## src/design/mstg_pkg.sv

```systemverilog
// ----------------------------------------------------------------------------
// mstg_pkg
// Shared types and constants for the merge-sum-to-goal cost block.
// ----------------------------------------------------------------------------
package mstg_pkg;

  localparam int MAX_ENTRIES = 1024;
  localparam int VALUE_BITS  = 16;
  localparam int ADDR_BITS   = 10;
  localparam int CNT_BITS    = 11;
  localparam int GOAL_BITS   = 12;
  localparam int UTIL_BITS   = 28;
  localparam int STEP_BITS   = 12;
  localparam int COST_BITS   = 27;
  localparam int DIV_BITS    = 32;

  // command codes of an input word
  localparam logic [1:0] CMD_LOAD_P     = 2'd0;
  localparam logic [1:0] CMD_LOAD_ORDER = 2'd1;
  localparam logic [1:0] CMD_LOAD_Q     = 2'd2;
  localparam logic [1:0] CMD_RUN        = 2'd3;

  // configuration register indexes
  localparam logic [1:0] REG_P_COUNT = 2'd0;
  localparam logic [1:0] REG_Q_COUNT = 2'd1;
  localparam logic [1:0] REG_GOAL    = 2'd2;

  typedef enum logic [3:0] {
    ST_IDLE, ST_ORD, ST_PTAB, ST_PCHK, ST_QRD, ST_QCHK,
    ST_STEP, ST_DSTART, ST_DIV, ST_OUT
  } state_t;

  typedef struct packed {
    logic start;
    logic p_end;
    logic p_skip;
    logic p_load;
    logic q_load;
    logic step;
    logic div_start;
    logic div_run;
    logic fin;
  } cmd_t;

  typedef struct packed {
    logic p_end;
    logic p_zero;
    logic none_left;
    logic hit;
    logic div_done;
  } status_t;

endpackage

```

## src/design/mstg_ctrl.sv

```systemverilog
// ----------------------------------------------------------------------------
// mstg_ctrl
// Sequencer: loads in idle, then the merge walk, division and result hold.
// ----------------------------------------------------------------------------
module mstg_ctrl (
  input  logic              clk,
  input  logic              rst_n,
  input  logic              in_valid,
  input  logic [1:0]        in_command,
  output logic              in_stall,
  output logic              out_valid,
  input  logic              out_stall,
  input  mstg_pkg::status_t st,
  output mstg_pkg::cmd_t    cmd
);
  import mstg_pkg::*;

  state_t state_r, state_nxt;

  // state register
  always_ff @(posedge clk) begin
    if (!rst_n) state_r <= ST_IDLE;
    else        state_r <= state_nxt;
  end

  // next state
  always_comb begin
    state_nxt = state_r;
    unique case (state_r)
      ST_IDLE:   if (in_valid && in_command == CMD_RUN) state_nxt = ST_ORD;
      ST_ORD:    state_nxt = st.p_end ? ST_QRD : ST_PTAB;
      ST_PTAB:   state_nxt = ST_PCHK;
      ST_PCHK:   state_nxt = st.p_zero ? ST_ORD : ST_QRD;
      ST_QRD:    state_nxt = ST_QCHK;
      ST_QCHK:   state_nxt = ST_STEP;
      ST_STEP:   state_nxt = (st.none_left || st.hit) ? ST_DSTART : ST_ORD;
      ST_DSTART: state_nxt = ST_DIV;
      ST_DIV:    if (st.div_done) state_nxt = ST_OUT;
      ST_OUT:    if (!out_stall) state_nxt = ST_IDLE;
      default:   state_nxt = ST_IDLE;
    endcase
  end

  // outputs
  always_comb begin
    cmd       = '0;
    in_stall  = 1'b1;
    out_valid = 1'b0;
    unique case (state_r)
      ST_IDLE: begin
        in_stall  = 1'b0;
        cmd.start = in_valid && in_command == CMD_RUN;
      end
      ST_ORD:    cmd.p_end = st.p_end;
      ST_PCHK: begin
        cmd.p_skip = st.p_zero;
        cmd.p_load = !st.p_zero;
      end
      ST_QCHK:   cmd.q_load = 1'b1;
      ST_STEP:   cmd.step = !st.none_left;
      ST_DSTART: cmd.div_start = 1'b1;
      ST_DIV: begin
        cmd.div_run = !st.div_done;
        cmd.fin     = st.div_done;
      end
      ST_OUT:    out_valid = 1'b1;
      default:   cmd = '0;
    endcase
  end

  a_run_stalls: assert property (@(posedge clk) disable iff (!rst_n)
    (in_valid && !in_stall && in_command == CMD_RUN) |=> in_stall)
    else $error("run accepted but input not stalled");
  a_one_result: assert property (@(posedge clk) disable iff (!rst_n)
    (out_valid && !out_stall) |=> !out_valid)
    else $error("result repeated");
  a_out_blocks_in: assert property (@(posedge clk) disable iff (!rst_n)
    out_valid |-> in_stall)
    else $error("input open while result pending");

endmodule

```

## config.mk

```make
export PLATFORM = sky130hd
export DESIGN_NAME = mstg_ctrl
export DESIGN_NICKNAME = d
export VERILOG_FILES = /design/src/design/mstg_pkg.sv /design/src/design/mstg_ctrl.sv
export SDC_FILE = /design/constraint.sdc
export NUM_CORES = 1
export LEC_CHECK = 0
export BUFFER_PORTS_ARGS = -buffer_cell sky130_fd_sc_hd__buf_4
export CAP_MARGIN = 20
export CORE_AREA = 4 4 41 43
export CTS_CLUSTER_DIAMETER = 120
export CTS_CLUSTER_SIZE = 40
export DETAILED_ROUTE_END_ITERATION = 8
export DIE_AREA = 0 0 45 47
export HOLD_SLACK_MARGIN = 0.1
export SLEW_MARGIN = 10
export SYNTH_ARGS = -nofsm -noshare
export SYNTH_HDL_FRONTEND = slang
export SYNTH_SLANG_ARGS = --single-unit
export TNS_END_PERCENT = 30
```

## constraint.sdc

```tcl
create_clock -name clk -period 1.1 [get_ports clk]
set_input_delay 0.22 -clock clk [delete_from_list [all_inputs] [get_ports clk]]
set_output_delay 0.22 -clock clk [all_outputs]
set_load 0.05 [all_outputs]
```

* Word-level counts from Yosys, hierarchy flattened *
Cells that the tools add are included.

storage, ports and cells
  register bits = 4
  input port bits = 11
  word-level logic and storage cells = 37
  output and inout port bits = 11

cells by class
  mux-type cells = 16
  reduce and logical (&&, ||, !) cells = 7
  eq/ne operators = 13

operators by type and width
  cell                                                              count
  4-bit one-hot mux with 10 select lines                            1
  4-bit by 3-bit == test with 1-bit output (second input constant)  4
  4-bit 2-to-1 mux                                                  3
  3-bit 2-to-1 mux                                                  3
  4-bit by 2-bit == test with 1-bit output (second input constant)  2
  4-bit == test (second input constant)                             2
  1-bit 2-to-1 mux                                                  7
  2-bit != test (second input constant)                             3
  4-bit by 1-bit == test with 1-bit output (second input constant)  1
  4-bit zero test                                                   1
  2-bit 2-to-1 mux                                                  2
  1-bit zero test                                                   3
  3-bit AND reduction                                               1
  2-bit == test (second input constant)                             1
  1-bit logical AND                                                 1
  1-bit logical OR                                                  1

* Logic depth before layout (Yosys ltp) *
Gate-level depths: netlist of the first run.

  depth after elaboration = 4
  mapped depth = 5
  depth with buffers taken out = 4

* Worst setup path after synthesis of the first run *
OpenSTA, ideal clock, no wires.

  kind = reg-to-output
  start point = register state_r[2]
  end point = output port cmd[0] (netlist bit)
  required time = 0.880 ns
  path buffers = 0
  stages on the path, launching flop included = 3
  setup slack = -1.268 ns
  data arrival time = 2.148 ns
  path through = dfxtp_1 > nand2b_4 > nor4b_1

RTL lines
  what                      line             RTL
  start: declaration        mstg_ctrl.sv:18  state_t state_r, state_nxt;
  start signal: assignment  mstg_ctrl.sv:23  else state_r <= state_nxt;
  end: declaration          mstg_ctrl.sv:14  output mstg_pkg::cmd_t cmd

==> flow_summary_export.csv, run 1 <==
group,metric,value,unit
route,ant_nets,0,
setup_path,cp.buffers_inverters,2,
sta,rsz0062_at_grt,"true",
global_routing,grt_use_met1,16.63,%
sta,skew,0.002638,ns
setup_path,slowest_stage,"or4_4",
sta,setup_violations,15,
logic_synthesis,synth_xor_area_share,0,%
setup_path,worst-r2r-cell-count,7,
setup_path,path_class,"flop to output port",
setup_path,rrSetupSlack,-0.29,ns
global_routing,track_usage,15.49,%
place,place_congestion,0.6811,
sta,finalCritPeriodShare,143.9,%
floorplanning,die_area,0.002115,mm2
job,drv_cap,0,
power_and_ir_drop,p_int,0.7316,mW
sta,hold_slack,0.2319,ns
setup_path,cp_max_fo,3,
logic_synthesis,syn_nets,57,
global_routing,grt_util_met2,27.40,%
finish,n_antenna_cell,0,
logic_synthesis,synth_warnings,0,
finish,largest_register,"state_r",
clock_network,clk_latency,0.23,ns
sta,finalCriticalPeriod,1.583,ns
finish,drive_gt1_share,75.58,%
hold_path,min_from,"rst_n",
clock_network,h-tree-depth,1,
global_routing,grt_max_degree,8,
route,drt-total-wl,1.436,mm
global_routing,grt_pass1_wl,2.297,mm
logic_synthesis,synth_edf_count,0,
power_and_ir_drop,p_sw_share,42.86,%
logic_synthesis,synth_top_family_by_area,"simple AND/OR/NAND/NOR gates",
route,vias_per_cell,4.822,
logic_synthesis,syn_area,340.3,um2
finish,largest_register_ffs,4,
logic_synthesis,ys_seq_area_share,23.53,%
setup_path,r2r-start,"state_r[2]$_SDFFE_PN0P_",
place,hpwl,959.3,um
setup_path,cp_slowest_stage_delay,0.44,ns
clock_network,cts_buffer_depth,2,
route,drt_iter0_drc,3,
hold_path,hold_path_end,"state_r[3]$_SDFFE_PN0P_",
run_status,violations,"negative setup slack",
power_and_ir_drop,peakVddDrop,0.001424,V
logic_synthesis,ys.flop_type,"dfxtp_1",
finish,nFillCells,107,
power_and_ir_drop,combPwrFrac,70.0,%
setup_path,cp-end-kind,"output port",
finish,largest_registers,"state_r x4",
logic_synthesis,synth_cell_type_count,24,
clock_network,cts.sinks,4,
sta,final.setup.tns,-4.805,ns
clock_network,numCtsBuffers,3,
sta,hold_viol_final,0,
setup_path,path_cells,"nand2b_4 -> or4_4 -> clkinvlp_4 -> buf_8",
power_and_ir_drop,p_leak,0.3848,nW
power_and_ir_drop,clkPwrFrac,14.0,%
route,route.detailed.drc,0,
sta,slew-limit-headroom,76.52,%
place,placed_area,716.9,um2
floorplanning,initial_core_util,26.15,%
route,dr.pass1.iters,3,
setup_path,cp.required,0.88,ns
run_status,status,"finished with violations",
global_routing,antenna_found_initial,0,
logic_synthesis,yosys_register_bits,4,
sta,worst_slack,-0.4826,ns
power_and_ir_drop,seqPwrFrac,15.9,%
floorplanning,row_count,13,
logic_synthesis,synth_cells,46,
finish,fin_nets,99,
finish,synthToLayoutAreaGrowth,156.3,%
global_routing,gr-total-overflow,0,
global_routing,met3_usage,4.598,%
sta,slew_viol_final,0,
setup_path,crit_arrival,1.36,ns
floorplanning,coreArea,0.001301,mm2
hold_path,hp-class,"input pin to flop",
clock_network,hold_buffers,0,
power_and_ir_drop,switchingPower,0.5488,mW
sta,tightest_slew,0.3518,ns
route,wl_per_cell,14.22,um
clock_network,clk_pin_slew,0.04,ns
floorplanning,top_level_ports,22,
place,numPortBuffers,21,
logic_synthesis,async_flop_share,0,%
setup_path,cp-start-kind,"flop",
logic_synthesis,synth-simple-area-share,45.96,%
setup_path,r2r-end,"state_r[0]$_SDFFE_PN0P_",
power_and_ir_drop,powerDensity,1468,mW/mm2
hold_path,min_path_cells,2,
global_routing,grt_pass1_vias,531,
route,vias,487,
finish,design_area,872.1,um2
global_routing,top_usage_layer,"met2",
floorplanning,die_y,47,um
clock_network,cts_tree,"yes",
logic_synthesis,synth.area.mux_share,0,%
logic_synthesis,syn_area_per_cell,7.398,um2
sta,fmax,631.9,MHz
setup_path,critical_path.top_delay_family,"simple AND/OR/NAND/NOR gates",
floorplanning,fp.dieW,45,um
clock_network,root_buffer,"clkbuf_4",
logic_synthesis,synthAdderAreaFrac,0,%
logic_synthesis,synth-compound-area-share,25.00,%
==> synth_stat cells, drive strengths merged, types with 2 or more instances <==
cell / instances / area, um2
dfxtp: 4 / 80.08
a21boi: 2 / 15.01
nand3: 2 / 10.01
nand2: 5 / 18.77
inv: 2 / 7.500
o21ai: 2 / 10.01
nor3: 2 / 10.01
nor2: 8 / 30.03
nand2b: 5 / 38.78
a21o: 2 / 15.01
==> layout by cell type (no fill, tap or decap), drive strengths merged <==
cell	n
o21bai	1
clkbuf	3
nor4	1
nand3	2
a21boi	2
a32o	1
a21o	2
nor3	2
nand2	5
nand2b	5
nor2b	1
inv	1
o211a	1
and4	1
nor4b	1
or2b	1
clkinvlp	1
nor2	8
a211o	1
buf	38
or4	1
dfxtp	4
a32oi	1
o21ai	2
==> how the worst max path moves through the flow <==
stage | start | end | slack, ns | cells after the start
finish | state_r[2]$_SDFFE_PN0P_ | cmd[1] | -0.48 | 4
detailed placement | state_r[2]$_SDFFE_PN0P_ | cmd[1] | -0.26 | 4
global route | state_r[2]$_SDFFE_PN0P_ | cmd[1] | -0.52 | 4
floorplan | state_r[2]$_SDFFE_PN0P_ | cmd[1] | -0.28 | 3
global placement | state_r[2]$_SDFFE_PN0P_ | cmd[1] | -0.25 | 4
CTS | state_r[2]$_SDFFE_PN0P_ | cmd[1] | -0.48 | 4
==> power by group through the flow <==
stage	Combinational, mW	Sequential [mW]	Clock, mW
6_report	0.897	0.204	0.180
2_1_floorplan	0.402	0.221	0
3_5_place_dp	0.712	0.200	0
5_1_grt	0.946	0.208	0.200
4_1_cts	0.834	0.200	0.183
3_3_place_gp	0.718	0.201	0
==> layout make-up <==
| type | count | area [um2] | share of cell area (%) |
|---|---|---|---|
| clock buffer | 3 | 22.52 | 2.582 |
| inverter | 2 | 11.26 | 1.291 |
| tap | 15 | 18.77 | 2.152 |
| timing repair buffer | 38 | 360.3 | 41.32 |
| multi-input combinational | 39 | 369.1 | 42.32 |
| sequential | 4 | 90.09 | 10.33 |
==> cell families after synthesis <==
kind of cell / count (synthesis)
AND/OR/NAND/NOR: 28
AO/OA/AOI/OAI: 11
flip-flops: 4
buffers and inverters: 3
==> routing by layer <==
metal / part of all wire (%) / vias to the layer above
li1: - / 249
met1: 40 / 220
met2: 53 / 12
met3: 3.8 / 6
met4: 2.8 / 0
met5: 0 / -
==> timing repair <==
item,4_1_cts,5_1_grt
gates resized for setup,18,10
pin swaps,9,2
setup endpoints to repair,15,15
buffers inserted,3,0
==> stage by stage <==
| step | power, mW | worst slack [ns] | utilization [%] | std cells |
|---|---|---|---|---|
| after CTS | 1.217 | -0.4778 | 64.33 | 101 |
| after global placement | 0.9187 | -0.2510 | 55.10 | 95 |
| after global routing | 1.355 | -0.5193 | 67.02 | 101 |
| final | 1.280 | -0.4826 | 67.02 | 101 |
| after detailed placement | 0.9118 | -0.2636 | 55.10 | 95 |
| after floorplan | 0.6225 | -0.2758 | - | 46 |
Note: power is estimated with default switching activity, not from simulation.
==> inputs of run 2 (changes only) <==
==> constraint.sdc (replaced) <==
create_clock -name clk -period 1.1 [get_ports clk]
set_input_delay 0.055 -clock clk [delete_from_list [all_inputs] [get_ports clk]]
set_output_delay 0.055 -clock clk [all_outputs]
set_load 0.05 [all_outputs]
==> run 2 against run 1 <==
Net effect:
- the flow still finishes with violations (negative setup slack)
- core utilization grew 1.4 points
- routed wire length shrank 8.6%
- worst setup slack improved by 0.18 ns
- sequential cell count unchanged
- first-iteration DRC count down 67%
- sequential power down 2%
- largest cell class is now buffers
==> flow_summary_export.csv, run 2 (synthesis gave the netlist of run 1 again) <==
group,metric,value,unit
finish,multi_input_area,359.1,um2
clock_network,root_buffer,"clkbuf_4",
route,ant_nets,0,
setup_path,path_cells,"nand2b_4 -> or4_4 -> clkinvlp_4 -> buf_8",
sta,setup_violations,14,
place,numPortBuffers,21,
run_status,violations,"negative setup slack",
finish,synthToLayoutAreaGrowth,161.8,%
setup_path,crit_arrival,1.34,ns
finish,largest_registers,"state_r x4",
global_routing,antenna_found_initial,0,
route,vias,498,
global_routing,grt_pass1_vias,513,
place,place_congestion,0.7344,
floorplanning,coreArea,0.001301,mm2
route,drt-total-wl,1.312,mm
setup_path,cp_slowest_stage_delay,0.43,ns
finish,largest_register_ffs,4,
clock_network,clk_latency,0.23,ns
route,wl_per_cell,12.62,um
hold_path,hp-class,"input pin to flop",
sta,finalCritPeriodShare,127.1,%
global_routing,track_usage,14.06,%
finish,nFillCells,106,
setup_path,cp.required,1.04,ns
floorplanning,initial_core_util,26.15,%
finish,final_cell_mix,"buf_4, buf_6, nand2b_4, nor2_2, nor2_4",
sta,finalCriticalPeriod,1.398,ns
power_and_ir_drop,p_leak,0.3842,nW
finish,drive_gt1_share,76.40,%
sta,slew-limit-headroom,86.35,%
sta,hold_viol_final,0,
job,drv_cap,0,
clock_network,h-tree-depth,1,
route,vias_per_cell,4.788,
power_and_ir_drop,powerDensity,1365,mW/mm2
setup_path,cp_max_fo,3,
finish,final_common_cell,"buf_4",
run_status,status,"finished with violations",
clock_network,clk_pin_slew,0.04,ns
finish,largest_register,"state_r",
sta,fmax,715.2,MHz
finish,ff_latch_area,87.58,um2
sta,hold_slack,0.1200,ns
setup_path,path_class,"flop to output port",
clock_network,numCtsBuffers,3,
global_routing,met3_usage,2.299,%
global_routing,grt_max_degree,8,
global_routing,gr-total-overflow,0,
floorplanning,top_level_ports,22,
finish,final_util,68.46,%
sta,tightest_slew,0.2033,ns
power_and_ir_drop,peakVddDrop,0.001084,V
route,dr.pass1.iters,3,
clock_network,cts_buffer_depth,2,
route,drt_iter0_drc,1,
floorplanning,row_count,13,
floorplanning,die_area,0.002115,mm2
global_routing,top_usage_layer,"met2",
finish,fin_nets,102,
finish,n_antenna_cell,0,
place,hpwl,986,um
sta,rsz0062_at_grt,"true",
clock_network,cts_tree,"yes",
global_routing,grt_util_met2,25.42,%
sta,slew_viol_final,0,
floorplanning,fp.dieW,45,um
clock_network,cts.sinks,4,
global_routing,grt_pass1_wl,2.166,mm
sta,skew,0.005091,ns
setup_path,cp-end-kind,"output port",
sta,worst_slack,-0.2983,ns
setup_path,slowest_stage,"or4_4",
route,route.detailed.drc,0,
setup_path,cp-start-kind,"flop",
floorplanning,die_y,47,um
global_routing,grt_use_met1,17.27,%
## run 2: cell types whose count changed in the layout (fill, tap and decap cells not counted), moves of 2 or more
cell,previous run,this run
buf_6,8,15
nor2_4,6,4
buf_4,24,22
buf_8,6,3
nor2_2,1,4
## run 2: where the power goes
part	leakage (nW)	internal, mW	switching (mW)
logic	0.336	0.414	0.429
clock network	0.0138	0.121	0.0518
registers	0.0347	0.173	0.0259
total	0.384	0.709	0.507
## run 2: critical path, delay by kind of cell, from the launching register on
family | cells | cell delay, ns
and+or+nand+nor | 2 | 0.56
DFF | 1 | 0.31
buffers and inverters | 2 | 0.24
## run 2: path summary, 6_finish.rpt
| path | start | end | slack (ns) | cells after the start |
|---|---|---|---|---|
| setup reg to reg | state_r[2]$_SDFFE_PN0P_ | state_r[0]$_SDFFE_PN0P_ | -0.18 | 4 |
| setup / recovery | state_r[2]$_SDFFE_PN0P_ | cmd[1] | -0.30 | 4 |
| hold reg to reg | state_r[3]$_SDFFE_PN0P_ | state_r[2]$_SDFFE_PN0P_ | 0.66 | 3 |
| hold / removal | out_stall | state_r[0]$_SDFFE_PN0P_ | 0.12 | 3 |
## run 2: final cells by class
class,count,area share [%]
timing repair buffer,41,43.68
multi-input combinational,39,40.31
sequential,4,9.831
clock buffer,3,2.528
tap,15,2.107
inverter,2,1.545
## run 2: through the flow
step	instance area (um2)	power (mW)	worst slack (ns)	std cells	setup TNS [ns]
finish	890.9	1.216	-0.2983	104	-2.567
CTS	850.8	1.173	-0.2950	103	-2.517
global placement	703.2	0.8618	-0.2055	96	-1.177
floorplan	425.4	0.5920	-0.2000	46	-1.116
detailed placement	703.2	0.8655	-0.1993	96	-1.163
global route	890.9	1.294	-0.3396	104	-3.363
## run 2: per-layer routing
metal,wire (um),up-vias
met3,50,0
met4,0,0
met5,0,-
li1,-,255
met2,690,11
met1,570,232
## run 2: timing repair
action,4_1_cts,5_1_grt
resized for setup,25,10
setup endpoints to repair,15,15
hold buffers,1,0
pin swaps,5,2
endpoints found under the hold margin,2,0
buffers inserted,3,1
==> inputs of run 3 (changes only) <==
--- a/config.mk
+++ b/config.mk
@@ -7,12 +7,15 @@
 export LEC_CHECK = 0
 export BUFFER_PORTS_ARGS = -buffer_cell sky130_fd_sc_hd__buf_4
 export CAP_MARGIN = 20
-export CORE_AREA = 4 4 41 43
+export CELL_PAD_IN_SITES_DETAIL_PLACEMENT = 1
+export CELL_PAD_IN_SITES_GLOBAL_PLACEMENT = 1
+export CORE_AREA = 4 4 44 46
 export CTS_CLUSTER_DIAMETER = 120
 export CTS_CLUSTER_SIZE = 40
 export DETAILED_ROUTE_END_ITERATION = 8
-export DIE_AREA = 0 0 45 47
+export DIE_AREA = 0 0 48 50
 export HOLD_SLACK_MARGIN = 0.1
+export PLACE_DENSITY_LB_ADDON = 0.1
 export SLEW_MARGIN = 10
 export SYNTH_ARGS = -nofsm -noshare
 export SYNTH_HDL_FRONTEND = slang
==> run 3 against run 2 <==
Net effect:
- sequential power grew 3%
- clock skew shrank 0.0015 ns
- power up 5.3%
- design area increased by 6.3%
- the flow still finishes with violations (negative setup slack)
- global-route usage down 1.1 points
- largest power group unchanged
==> flow_summary_export.csv, run 3 (synthesis gave the netlist of run 1 again) <==
group,metric,value,unit
run_status,status,"finished with violations",
run_status,violations,"negative setup slack",
setup_path,worst-r2r-cell-count,5,
sta,tightest_slew,0.2100,ns
power_and_ir_drop,powerDensity,1352,mW/mm2
setup_path,cp-end-kind,"output port",
floorplanning,die_y,50,um
setup_path,r2r-start,"state_r[1]$_SDFFE_PN0P_",
power_and_ir_drop,seqPwrFrac,16.0,%
global_routing,gr-total-overflow,0,
setup_path,crit_cells,3,
global_routing,track_usage,13.01,%
clock_network,cts_buffer_depth,2,
job,drv_cap,0,
finish,final_cells,109,
setup_path,crit_end,"cmd[1]",
clock_network,numCtsBuffers,3,
route,route.detailed.drc,0,
power_and_ir_drop,peakVddDrop,0.0008837,V
route,vias_per_cell,4.752,
floorplanning,coreArea,0.001506,mm2
floorplanning,row_count,14,
route,drt_iter0_drc,2,
sta,fmax,704.1,MHz
route,wl_per_cell,14.06,um
setup_path,cp-start-kind,"flop",
floorplanning,top_level_ports,22,
clock_network,clk_pin_slew,0.04,ns
finish,final_common_cell,"buf_4",
route,vias,518,
finish,largest_registers,"state_r x4",
floorplanning,initial_core_util,22.59,%
route,dr.pass1.iters,2,
global_routing,grt_max_degree,7,
setup_path,cp_max_fo,3,
setup_path,critical_path.top_delay_family,"simple AND/OR/NAND/NOR gates",
setup_path,cp.buffers_inverters,2,
route,drt-total-wl,1.533,mm
clock_network,h-tree-depth,1,
finish,design_area,947.2,um2
power_and_ir_drop,clkPwrFrac,13.9,%
finish,n_antenna_cell,0,
setup_path,rrSetupSlack,-0.20,ns
setup_path,critical_path.startpoint,"state_r[0]$_SDFFE_PN0P_",
finish,synthToLayoutAreaGrowth,178.3,%
sta,finalCritPeriodShare,129.1,%
place,pre_cts_ws,-0.1882,ns
setup_path,crit_arrival,1.37,ns
finish,largest_register_ffs,4,
finish,largest_register,"state_r",
sta,finalCriticalPeriod,1.420,ns
sta,slew_viol_final,0,
floorplanning,die_area,0.002400,mm2
place,placedCellCount,97,
hold_path,hp-class,"input pin to flop",
setup_path,cp.required,1.04,ns
clock_network,clk_latency,0.23,ns
sta,setup_violations,15,
sta,slew-limit-headroom,85.90,%
sta,final.setup.tns,-2.897,ns
clock_network,cts_tree,"yes",
power_and_ir_drop,p_int,0.7429,mW
power_and_ir_drop,p_sw_share,41.97,%
route,ant_nets,0,
floorplanning,fp.dieW,48,um
power_and_ir_drop,switchingPower,0.5373,mW
sta,worst_slack,-0.3203,ns
sta,hold_slack,0.1811,ns
place,hpwl,1.105,mm
clock_network,root_buffer,"clkbuf_4",
power_and_ir_drop,combPwrFrac,70.2,%
sta,skew,0.003557,ns
global_routing,antenna_found_initial,0,
setup_path,cp_slowest_stage_delay,0.56,ns
setup_path,r2r-end,"state_r[2]$_SDFFE_PN0P_",
finish,final_util,62.87,%
global_routing,grt_pass1_wl,2.270,mm
power_and_ir_drop,p_leak,0.4195,nW
place,place_congestion,0.7385,
setup_path,path_cells,"or4_4 -> clkinvlp_4 -> buf_8",
setup_path,slowest_stage,"or4_4",
clock_network,cts.sinks,4,
setup_path,path_class,"flop to output port",
sta,rsz0062_at_grt,"true",
power_and_ir_drop,finalPower,1.280,mW
sta,hold_viol_final,0,
place,numPortBuffers,21,
finish,drive_gt1_share,74.19,%
finish,final_cell_mix,"buf_4, buf_6, nor2_4",
place,placed_area,704.4,um2
finish,fin_nets,106,
global_routing,grt_pass1_vias,529,
==> run 3: layout make-up <==
type | count | area [um2]
fill | 166 | 559.3
multi-input combinational | 39 | 367.9
inverter | 2 | 11.26
timing repair buffer | 45 | 432.9
clock buffer | 3 | 22.52
sequential | 4 | 92.59
tap | 16 | 20.02
==> run 3: worst min-delay path: stages <==
cell and delay (ns):
buf_4 0.09, o21ai_0 0.08, nand2_1 0.08, a21boi_1 0.06
==> run 3: worst min path at each step <==
stage	start	to	depth (start not counted)	slack (ns)
after CTS	st[4]	state_r[1]$_SDFFE_PN0P_	4	0.18
after global routing	st[4]	state_r[1]$_SDFFE_PN0P_	4	0.23
after detailed placement	rst_n	state_r[0]$_SDFFE_PN0P_	2	0.31
final	st[4]	state_r[1]$_SDFFE_PN0P_	4	0.18
after floorplan	st[2]	cmd[3]	1	0.17
after global placement	rst_n	state_r[0]$_SDFFE_PN0P_	2	0.29
==> run 3: power by group through the flow <==
| stage | sequential (mW) | combinational [mW] | clock [mW] |
|---|---|---|---|
| after floorplan | 0.212 | 0.380 | 0 |
| after global placement | 0.198 | 0.677 | 0 |
| after detailed placement | 0.197 | 0.683 | 0 |
| after CTS | 0.206 | 0.805 | 0.189 |
| after global routing | 0.208 | 0.963 | 0.206 |
| final | 0.205 | 0.898 | 0.177 |
==> run 3: what timing repair did <==
action,4_1_cts,5_1_grt
hold endpoints to repair,3,0
hold buffers,2,0
resized for setup,23,17
buffers inserted,1,6
endpoints found under the setup margin,15,15
gates cloned,0,0
pin swaps,3,4
==> run 3: metal layers <==
metal,track usage [%],share of wire [%],up-vias
li1,-,-,261
met1,17.38,41,239
met2,19.82,52,18
met3,3.273,6.5,0
met4,4.036,0,0
met5,0,0,-
